$ cat config.mk
export PLATFORM = sky130hd
export DESIGN_NAME = duration_text_to_ms
export DESIGN_NICKNAME = d
export VERILOG_FILES = /design/src/rtl/dtm_pkg.sv /design/src/rtl/dtm_parse.sv /design/src/rtl/dtm_total.sv /design/src/rtl/duration_text_to_ms.sv
export SDC_FILE = /design/constraint.sdc
export NUM_CORES = 1
export LEC_CHECK = 0
export BUFFER_PORTS_ARGS = -buffer_cell sky130_fd_sc_hd__buf_4
export CORE_UTILIZATION = 40
export CTS_CLUSTER_DIAMETER = 150
export CTS_CLUSTER_SIZE = 16
export DETAILED_ROUTE_END_ITERATION = 8
export GPL_ROUTABILITY_DRIVEN = 0
export PLACE_DENSITY = 0.56
export SLEW_MARGIN = 40
export SYNTH_ARGS = -nofsm -noshare
export SYNTH_HDL_FRONTEND = slang
export SYNTH_SLANG_ARGS = --single-unit
export TNS_END_PERCENT = 5
$ cat constraint.sdc
create_clock -name clk -period 17.7 [get_ports clk]
set_input_delay 2.655 -clock clk [delete_from_list [all_inputs] [get_ports clk]]
set_output_delay 2.655 -clock clk [all_outputs]
set_load 0.005 [all_outputs]
$ cat src/rtl/dtm_pkg.sv
// ----------------------------------------------------------------------------
// dtm_pkg
// character codes and scale constants shared by the duration text parser
// ----------------------------------------------------------------------------
`default_nettype none

package dtm_pkg;

  localparam logic [7:0] CHAR_0     = 8'h30;
  localparam logic [7:0] CHAR_9     = 8'h39;
  localparam logic [7:0] CHAR_COLON = 8'h3a;
  localparam logic [7:0] CHAR_DOT   = 8'h2e;
  localparam logic [7:0] CHAR_COMMA = 8'h2c;

  localparam int DEC_BASE     = 10;
  localparam int SEC_PER_MIN  = 60;
  localparam int MS_PER_SEC   = 1000;
  localparam int FRAC_SCALE_1 = 100;
  localparam int FRAC_SCALE_2 = 10;

  localparam logic [2:0] FRAC_DIGITS_MAX = 3'd7;
  localparam logic [1:0] FIELDS_MAX      = 2'd2;

  localparam int OUT_WIDTH = 32;

endpackage

`default_nettype wire

$ cat src/rtl/dtm_parse.sv
// ----------------------------------------------------------------------------
// dtm_parse
// input register and per-character parse state, snapshot on the last item
// ----------------------------------------------------------------------------
`default_nettype none

module dtm_parse #(
  parameter int W = 32
) (
  input  wire logic         clk,
  input  wire logic         rst,
  input  wire logic         s_tvalid,
  output logic              s_tready,
  input  wire logic [7:0]   s_tdata,
  input  wire logic         s_tlast,
  output logic              snap_valid,
  input  wire logic         snap_ready,
  output logic [W-1:0]      snap_fields,
  output logic [W-1:0]      snap_cur,
  output logic [W-1:0]      snap_frac,
  output logic [2:0]        snap_digits,
  output logic              snap_seen
);

  typedef enum logic [1:0] {
    PH_INT,
    PH_COLON,
    PH_FRAC,
    PH_STOP
  } phase_t;

  logic         in_valid;
  logic [7:0]   in_byte;
  logic         in_last;
  logic         in_go;
  logic         snap_free;

  logic [W-1:0] fields;
  logic [W-1:0] cur;
  logic [1:0]   count;
  logic [W-1:0] frac;
  logic [2:0]   digits;
  phase_t       phase;
  logic         seen;

  logic [W-1:0] fields_next;
  logic [W-1:0] cur_next;
  logic [1:0]   count_next;
  logic [W-1:0] frac_next;
  logic [2:0]   digits_next;
  phase_t       phase_next;
  logic         seen_next;

  logic         is_digit;
  logic         is_point;
  logic [W-1:0] dval;

  assign snap_free = !snap_valid || snap_ready;
  assign in_go     = in_valid && (!in_last || snap_free);
  assign s_tready  = !in_valid || in_go;

  assign is_digit = (in_byte >= dtm_pkg::CHAR_0) && (in_byte <= dtm_pkg::CHAR_9);
  assign is_point = (in_byte == dtm_pkg::CHAR_DOT) || (in_byte == dtm_pkg::CHAR_COMMA);
  assign dval     = is_digit ? W'(in_byte[3:0]) : '0;

  always_comb begin
    fields_next = fields;
    cur_next    = cur;
    count_next  = count;
    frac_next   = frac;
    digits_next = digits;
    phase_next  = phase;
    seen_next   = seen;
    case (phase)
      PH_INT: begin
        if (is_digit) begin
          cur_next  = W'(cur * W'(dtm_pkg::DEC_BASE)) + dval;
          seen_next = 1'b1;
        end else if (!seen) begin
          phase_next = PH_STOP;
        end else if (in_byte == dtm_pkg::CHAR_COLON && count < dtm_pkg::FIELDS_MAX) begin
          phase_next = PH_COLON;
        end else if (is_point) begin
          phase_next = PH_FRAC;
        end else begin
          phase_next = PH_STOP;
        end
      end
      PH_COLON: begin
        if (is_digit) begin
          fields_next = W'(fields * W'(dtm_pkg::SEC_PER_MIN)) + cur;
          cur_next    = dval;
          count_next  = count + 2'd1;
          phase_next  = PH_INT;
        end else begin
          phase_next = PH_STOP;
        end
      end
      PH_FRAC: begin
        if (is_digit) begin
          frac_next = W'(frac * W'(dtm_pkg::DEC_BASE)) + dval;
          if (digits != dtm_pkg::FRAC_DIGITS_MAX) begin
            digits_next = digits + 3'd1;
          end
        end else begin
          phase_next = PH_STOP;
        end
      end
      default: begin
        phase_next = PH_STOP;
      end
    endcase
  end

  always_ff @(posedge clk) begin
    if (rst) begin
      in_valid   <= 1'b0;
      snap_valid <= 1'b0;
      fields     <= '0;
      cur        <= '0;
      count      <= '0;
      frac       <= '0;
      digits     <= '0;
      phase      <= PH_INT;
      seen       <= 1'b0;
    end else begin
      if (s_tready) begin
        in_valid <= s_tvalid;
      end
      if (in_go && in_last) begin
        snap_valid <= 1'b1;
      end else if (snap_ready) begin
        snap_valid <= 1'b0;
      end
      if (in_go) begin
        if (in_last) begin
          fields <= '0;
          cur    <= '0;
          count  <= '0;
          frac   <= '0;
          digits <= '0;
          phase  <= PH_INT;
          seen   <= 1'b0;
        end else begin
          fields <= fields_next;
          cur    <= cur_next;
          count  <= count_next;
          frac   <= frac_next;
          digits <= digits_next;
          phase  <= phase_next;
          seen   <= seen_next;
        end
      end
    end
  end

  // payload registers
  always_ff @(posedge clk) begin
    if (s_tvalid && s_tready) begin
      in_byte <= s_tdata;
      in_last <= s_tlast;
    end
    if (in_go && in_last) begin
      snap_fields <= fields_next;
      snap_cur    <= cur_next;
      snap_frac   <= frac_next;
      snap_digits <= digits_next;
      snap_seen   <= seen_next;
    end
  end

endmodule

`default_nettype wire

$ cat src/rtl/dtm_total.sv
// ----------------------------------------------------------------------------
// dtm_total
// two-stage millisecond total and output register
// ----------------------------------------------------------------------------
`default_nettype none

module dtm_total #(
  parameter int W = 32
) (
  input  wire logic                           clk,
  input  wire logic                           rst,
  input  wire logic                           snap_valid,
  output logic                                snap_ready,
  input  wire logic [W-1:0]                   snap_fields,
  input  wire logic [W-1:0]                   snap_cur,
  input  wire logic [W-1:0]                   snap_frac,
  input  wire logic [2:0]                     snap_digits,
  input  wire logic                           snap_seen,
  output logic                                m_tvalid,
  input  wire logic                           m_tready,
  output logic [dtm_pkg::OUT_WIDTH-1:0]       m_tdata,
  output logic                                m_tuser
);

  logic         sum_valid;
  logic [W-1:0] secs;
  logic [W-1:0] frac_ms;
  logic         sum_seen;
  logic         sum_ready;
  logic         out_free;

  logic [W-1:0] frac_scaled;
  logic [W-1:0] total;

  assign out_free   = !m_tvalid || m_tready;
  assign sum_ready  = !sum_valid || out_free;
  assign snap_ready = sum_ready;

  always_comb begin
    case (snap_digits)
      3'd0:    frac_scaled = '0;
      3'd1:    frac_scaled = W'(snap_frac * W'(dtm_pkg::FRAC_SCALE_1));
      3'd2:    frac_scaled = W'(snap_frac * W'(dtm_pkg::FRAC_SCALE_2));
      default: frac_scaled = snap_frac;
    endcase
  end

  assign total = W'(secs * W'(dtm_pkg::MS_PER_SEC)) + frac_ms;

  always_ff @(posedge clk) begin
    if (rst) begin
      sum_valid <= 1'b0;
      m_tvalid  <= 1'b0;
    end else begin
      if (sum_ready) begin
        sum_valid <= snap_valid;
      end
      if (out_free) begin
        m_tvalid <= sum_valid;
      end
    end
  end

  always_ff @(posedge clk) begin
    if (snap_valid && sum_ready) begin
      secs     <= W'(snap_fields * W'(dtm_pkg::SEC_PER_MIN)) + snap_cur;
      frac_ms  <= frac_scaled;
      sum_seen <= snap_seen;
    end
    if (sum_valid && out_free) begin
      m_tdata <= dtm_pkg::OUT_WIDTH'(total);
      m_tuser <= sum_seen;
    end
  end

endmodule

`default_nettype wire

$ cat src/rtl/duration_text_to_ms.sv
// ----------------------------------------------------------------------------
// duration_text_to_ms
// converts [[h:]m:]s[.fff] text, one character per item, to milliseconds
// ----------------------------------------------------------------------------
//  channel  dir  handshake          contents
//  s_*      in   tvalid / tready    tdata[7:0] char_byte, tlast last
//  m_*      out  tvalid / tready    tdata[31:0] duration_ms, tuser matched
//
//  one character per cycle unless a last character stalls; the parse state takes one update per item
//  a string's result passes the snapshot, sum and output registers after its last character is taken
//  rst is synchronous and clears the parse state and all valid flags
//  up to three results can wait on m_tready; a further last character then
//  stalls in the input register and holds back all input behind it
// ----------------------------------------------------------------------------
`default_nettype none

module duration_text_to_ms #(
  parameter int VALUE_WIDTH = 32
) (
  input  wire logic                        clk,
  input  wire logic                        rst,
  input  wire logic                        s_tvalid,
  output logic                             s_tready,
  input  wire logic [7:0]                  s_tdata,  // [7:0] char_byte
  input  wire logic                        s_tlast,
  output logic                             m_tvalid,
  input  wire logic                        m_tready,
  output logic [dtm_pkg::OUT_WIDTH-1:0]    m_tdata,  // [31:0] duration_ms
  output logic                             m_tuser   // [0] matched
);

  logic                   snap_valid;
  logic                   snap_ready;
  logic [VALUE_WIDTH-1:0] snap_fields;
  logic [VALUE_WIDTH-1:0] snap_cur;
  logic [VALUE_WIDTH-1:0] snap_frac;
  logic [2:0]             snap_digits;
  logic                   snap_seen;

  dtm_parse #(
    .W (VALUE_WIDTH)
  ) u_parse (
    .clk         (clk),
    .rst         (rst),
    .s_tvalid    (s_tvalid),
    .s_tready    (s_tready),
    .s_tdata     (s_tdata),
    .s_tlast     (s_tlast),
    .snap_valid  (snap_valid),
    .snap_ready  (snap_ready),
    .snap_fields (snap_fields),
    .snap_cur    (snap_cur),
    .snap_frac   (snap_frac),
    .snap_digits (snap_digits),
    .snap_seen   (snap_seen)
  );

  dtm_total #(
    .W (VALUE_WIDTH)
  ) u_total (
    .clk         (clk),
    .rst         (rst),
    .snap_valid  (snap_valid),
    .snap_ready  (snap_ready),
    .snap_fields (snap_fields),
    .snap_cur    (snap_cur),
    .snap_frac   (snap_frac),
    .snap_digits (snap_digits),
    .snap_seen   (snap_seen),
    .m_tvalid    (m_tvalid),
    .m_tready    (m_tready),
    .m_tdata     (m_tdata),
    .m_tuser     (m_tuser)
  );

endmodule

`default_nettype wire

# Yosys cells after proc, flatten, opt, wreduce, memory -nomap -nowiden
# Index checks and enable logic that the tools add are counted.
[classes]
n_addsub = 7
mul = 7
magnitude_cmp = 3
n_eq_ne = 10
n_mux = 32
reduce_logical = 25
[op_table]
columns = ["op", "count"]
rows = [
  ["two-way mux 32 bit", 9],
  ["adder 32 bit", 5],
  ["multiplier 32 x 3 -> 31 bit, second input constant", 3],
  ["case mux 32 bit (3 select lines)", 1],
  ["multiplier 32 x 4 -> 30 bit, second input constant", 2],
  ["case mux 32 bit (2 select lines)", 1],
  ["multiplier 32 x 5 -> 30 bit, second input constant", 1],
  ["multiplier 32 x 7 -> 29 bit, second input constant", 1],
  ["equality test 8 x 6 -> 1 bit, second input constant", 3],
  ["two-way mux 2 bit", 9],
  ["two-way mux 3 bit", 4],
  ["greater-or-equal comparator 8 x 6 -> 1 bit, second input constant", 1],
  ["<= comparator 8 x 6 -> 1 bit, second input constant", 1],
  ["logical AND 1 bit", 7],
  ["logical OR 1 bit", 6],
  ["two-way mux 1 bit", 6],
  ["inequality test 3 x 2 -> 1 bit, second input constant", 2],
  ["case mux 2 bit (3 select lines)", 1],
  ["AND reduction 3 bit", 2],
  ["nonzero test 2 bit", 3],
  ["zero test 1 bit", 5],
  ["two-way mux 4 bit", 1],
  ["adder 3 x 1 -> 3 bit, second input constant", 1],
  ["equality test 3 x 1 -> 1 bit, second input constant", 1],
  ["8 further kinds", 8],
]
[word_totals]
regBits = 315
input_bits = 13

# Longest topological paths before layout
[depth]
depth_word = 8
ltp_mapped = 28
ltp_nobuf = 28

# Cells and area by module
# A second synthesis with hierarchy kept.
[hier_totals]
cells_unflattened = 3670
hier_area_um2 = 34022.6
[modules_own_cells]
columns = ["mod", "n_inst", "cells_each", "area_each_um2", "seq_area_each_um2"]
rows = [
  ["dtm_parse", 1, 1879, 17167.7, 5395.2],
  ["dtm_total", 1, 1791, 16854.9, 2892.8],
]

# Worst setup path before layout
# OpenSTA, ideal clock, no wires.
[synth_timing]
path_type = "register to register"
from = "reg u_total.secs[0]"
to = "reg u_total.m_tdata[31] in the netlist's numbering, data pin"
setup_ps = 260
arrival_time_ps = 6433
required_time_ps = 17440
setup_slack_ps = 11007
path_stages_with_launch = 27
path_buffers = 0
period_less_slack_ps = 6693
cell_sequence = "edfxtp_1 fa_1 fa_1 inv_1 fa_1 fa_1 inv_1 ha_1 o21a_1 o21ai_0 o211ai_1 o41ai_1 o21ai_0 a21o_1 a21oi_1 xnor2_1 ha_1 and2_1 and4_1 a221o_1 nand2_1 o31a_1 a21oi_1 a31oi_1 o21ai_0 xnor2_1 xnor2_1"
[synth_via]
elab_chain_len = 2
[synth_lines]
columns = ["element", "line", "rtl"]
rows = [
  ["start: declaration", "dtm_total.sv:26", "logic [W-1:0] secs;"],
  ["start signal: assignment", "dtm_total.sv:66", "secs <= W'(snap_fields * W'(dtm_pkg::SEC_PER_MIN)) + snap_cur;"],
  ["multiplier 32 x 7 -> 29 bit", "dtm_total.sv:48", "assign total = W'(secs * W'(dtm_pkg::MS_PER_SEC)) + frac_ms;"],
  ["adder 32 bit", "dtm_total.sv:48", ""],
  ["via u_total.total[31]", "dtm_total.sv:33", "logic [W-1:0] total;"],
  ["end signal: assignment", "dtm_total.sv:71", "m_tdata <= dtm_pkg::OUT_WIDTH'(total);"],
  ["end: declaration", "dtm_total.sv:21", "output logic [dtm_pkg::OUT_WIDTH-1:0] m_tdata,"],
]
# The timed path passes the listed nets, and every way through them passes these cells.
# A chain may end at the register's enable or synchronous reset.

# Worst setup path in the final report
# Same ends and word-level chain as after synthesis.

==> flow_summary.json <==
{
  "status": "completed",
  "fmax_mhz": 136,
  "worst_ep_required_time_ns": 17.99,
  "setup_violations": 0,
  "place_inst": 4308,
  "hold_path.class": "reg2reg",
  "syn_to_final_growth_pct": 7.08,
  "synth_area_leaders": "edfxtp_1 (19%), ha_1 (17%), fa_1 (14%)",
  "ys_ff_latch": 296,
  "start_util_pct": 40.6,
  "fin_tns_setup_ns": 0,
  "stdcell_area_sq_um": 33200,
  "power_leakage_nw": 15.0,
  "drive_above_1_share_pct": 3.77,
  "cp_data_arrival_time_ns": 7.65,
  "yosys_warnings": 0,
  "synth_area_sq_um": 31000,
  "ctsHoldBuffers": 0,
  "end_kind": "flop",
  "ant_nets": 0,
  "crit_fanout": 5,
  "powerDensity_nw_per_um2": 109,
  "grt.busiest_layer": "met2",
  "yosys.area.top_type": "edfxtp_1",
  "slowest_delay_ns": 0.56,
  "min_period_ns": 7.35,
  "clockBufferDepth": 3,
  "io_pins": 48,
  "avgSynthCellArea_sq_um": 9.43,
  "ys_seq_area_share_pct": 25.5,
  "grt_pass1_wl_mm": 122,
  "global_route.usage.met1_pct": 28.2,
  "antenna_cells": 0,
  "port_buffers": 47,
  "cts_resized": 0,
  "synthCells": 3287,
  "crit_family": "compound AO/OA/AOI/OAI gates",
  "synth_ff_type": "edfxtp_1",
  "clk_latency_ns": 0.57,
  "grt_pass1_vias": 22691,
  "drtPass1Iterations": 5,
  "final_hold_viol_count": 0,
  "register_area_sq_um": 7890,
  "dieHeight_um": 280,
  "drt-initial-drc-count": 1418,
  "synth_top_area_share_pct": 19.0,
  "dieArea_sq_um": 78600,
  "root_buffer": "clkbuf_16",
  "grt_overflow_total": 0,
  "final_cell_count_no_fill": 4348,
  "antenna_found_initial": 0,
  "post-synth-top-count-cell": "ha_1",
  "cts_made_buffers": 22,
  "post_cts_buffers": 0,
  "clk_pin_slew_ns": 0.08,
  "die_x_um": 280,
  "vdd_drop_max_mv": 0.145,
  "postRouteWirelength_mm": 75.0,
  "grt_max_degree": 58,
  "synthTopCellsByCount": "ha_1 (429), inv_1 (325), nand2_1 (267)",
  "drc_errors": 0,
  "cts.sinks": 296,
  "gr-usage-all-layers_pct": 19.4,
  "grt_setup_unrepaired": "no",
  "grtUsageMet3_pct": 1.33,
  "cpMostUsedCell": "fa_1",
  "ys_types": 84,
  "h-tree-depth": 1,
  "relSlewSlack_pct": 43.4,
  "grt_use_met2_pct": 31.8,
  "critPathLaunchType": "flop",
  "wl_per_cell_um": 17.3,
  "synth_edf_count": 196,
  "fin_hold_ws_ns": 0.427,
  "critical_path_buf_inv_count": 2,
  "fin_crit_sh_pct": 41.6,
  "p_total_mw": 3.62,
  "dpl_cell_area_sq_um": 32500,
  "hpwl_mm": 60.5,
  "drv_cap": 0,
  "multiInputGateArea_sq_um": 21700,
  "synthArstFlopShare_pct": 0,
  "tightest_slew_ns": 0.849,
  "path_class": "reg2reg",
  "cts_tree": "yes",
  "vias": 23053,
  "skew_ns": 0.0551,
  "fillers": 7570,
  "slew_viol_final": 0,
  "nets": 3957,
  "worst_path_max_delay_cell": "fa_1",
  "coreArea_sq_um": 76300,
  "viasPerCell": 5.30,
  "fp-row-count": 101,
  "syn_nets": 3942
}
## layout make-up
cell class / instances / share of cell area [%]
Tap cell: 1030 / 3.88
Inverter: 325 / 3.68
Multi-Input combinational cell: 2595 / 65.3
Clock inverter: 1 / 0.0264
Clock buffer: 39 / 1.92
Sequential cell: 296 / 23.8
Timing Repair Buffer: 62 / 1.44
## per-layer routing
metal / wire (um) / vias up
li1: - / 11709
met1: 37600 / 10923
met2: 33500 / 370
met3: 2670 / 51
met4: 1200 / 0
met5: 0 / -
## worst reg2reg max path, stage by stage (launching register included)
cell and delay (ns):
edfxtp_1 0.50, fa_1 0.56, fa_1 0.51, inv_1 0.05
fa_1 0.47, fa_1 0.51, inv_1 0.04, ha_1 0.32
o21a_1 0.13, o21ai_0 0.24, o211ai_1 0.17, o41ai_1 0.53
o21ai_0 0.31, a21o_1 0.23, a21oi_1 0.17, xnor2_1 0.14
ha_1 0.29, and2_1 0.17, and4_1 0.23, a221o_1 0.39
nand2_1 0.09, o31a_1 0.16, a21oi_1 0.10, a31oi_1 0.26
o21ai_0 0.16, xnor2_1 0.22, xnor2_1 0.11
## through the flow
step | worst slack (ns) | utilization (%)
2_1_floorplan | 11.01 | -
3_3_place_gp | 10.42 | 42.6
3_5_place_dp | 10.36 | 42.6
4_1_cts | 10.29 | 43.5
5_1_grt | 9.70 | 43.5
6_report | 10.35 | 43.5
## worst paths after layout
| path | start | end | slack (ns) | cells past startpoint |
|---|---|---|---|---|
| setup / recovery | u_total.secs[0] | u_total.m_tdata[31] | 10.35 | 26 |
| hold / removal | u_parse.snap_seen | u_total.sum_seen | 0.43 | 0 |
| setup reg to reg | u_total.secs[0] | u_total.m_tdata[31] | 10.35 | 26 |
| hold reg to reg | u_parse.snap_seen | u_total.sum_seen | 0.43 | 0 |
## cell usage in the layout (no fill, tap or decap), types with 11 or more instances in the layout
| cell | netlist | routed |
|---|---|---|
| and4_1 | 11 | 11 |
| xor2_1 | 85 | 85 |
| a21o_1 | 97 | 97 |
| nand2b_1 | 42 | 42 |
| o21bai_1 | 16 | 16 |
| o21ai_0 | 194 | 194 |
| buf_4 | 0 | 60 |
| a22oi_1 | 73 | 73 |
| edfxtp_1 | 196 | 196 |
| nor2b_1 | 33 | 31 |
| dfxtp_1 | 100 | 100 |
| a211oi_1 | 26 | 26 |
| a31oi_1 | 22 | 22 |
| nand2_1 | 267 | 266 |
| nor2_1 | 214 | 212 |
| and3_1 | 30 | 29 |
| a22o_1 | 27 | 27 |
| a21oi_1 | 191 | 191 |
| ha_1 | 429 | 429 |
| nor3_1 | 55 | 53 |
| clkbuf_1 | 69 | 16 |
| o31ai_1 | 16 | 16 |
| fa_1 | 213 | 213 |
| inv_1 | 325 | 325 |
| and2_1 | 30 | 30 |
| nand3_1 | 54 | 53 |
| o211ai_1 | 17 | 17 |
| xnor2_1 | 200 | 200 |
| clkbuf_16 | 0 | 23 |
| or2_2 | 13 | 13 |
| nand4_1 | 23 | 23 |
| or3_1 | 20 | 20 |
| o21a_1 | 31 | 31 |
## power by group
group / switching [mW] / total, mW / internal (mW)
logic: 1.22 / 2.21 / 0.989
registers: 0.0214 / 0.901 / 0.880
clock network: 0.259 / 0.503 / 0.244
## flip-flops by register name (all words and copies together), names as in the netlist, 2 cells and up
signal,cells
u_parse.in_byte,8
u_parse.phase,2
u_total.m_tdata,32
u_parse.snap_fields,27
u_parse.cur,29
u_total.secs,29
u_parse.snap_frac,32
u_parse.digits,3
u_parse.fields,27
u_total.frac_ms,32
u_parse.snap_digits,3
u_parse.snap_cur,29
u_parse.frac,32
u_parse.count,2
## cells by family after synthesis
logic type / share of synthesized area [%]
simple gates: 13.1
xor+xnor: 8.06
compound gates: 17.2
mux: 0.299
flops: 25.5
fa+ha+maj: 31.1
buf+inv: 4.80
Note: power is estimated with default switching activity, not from simulation.
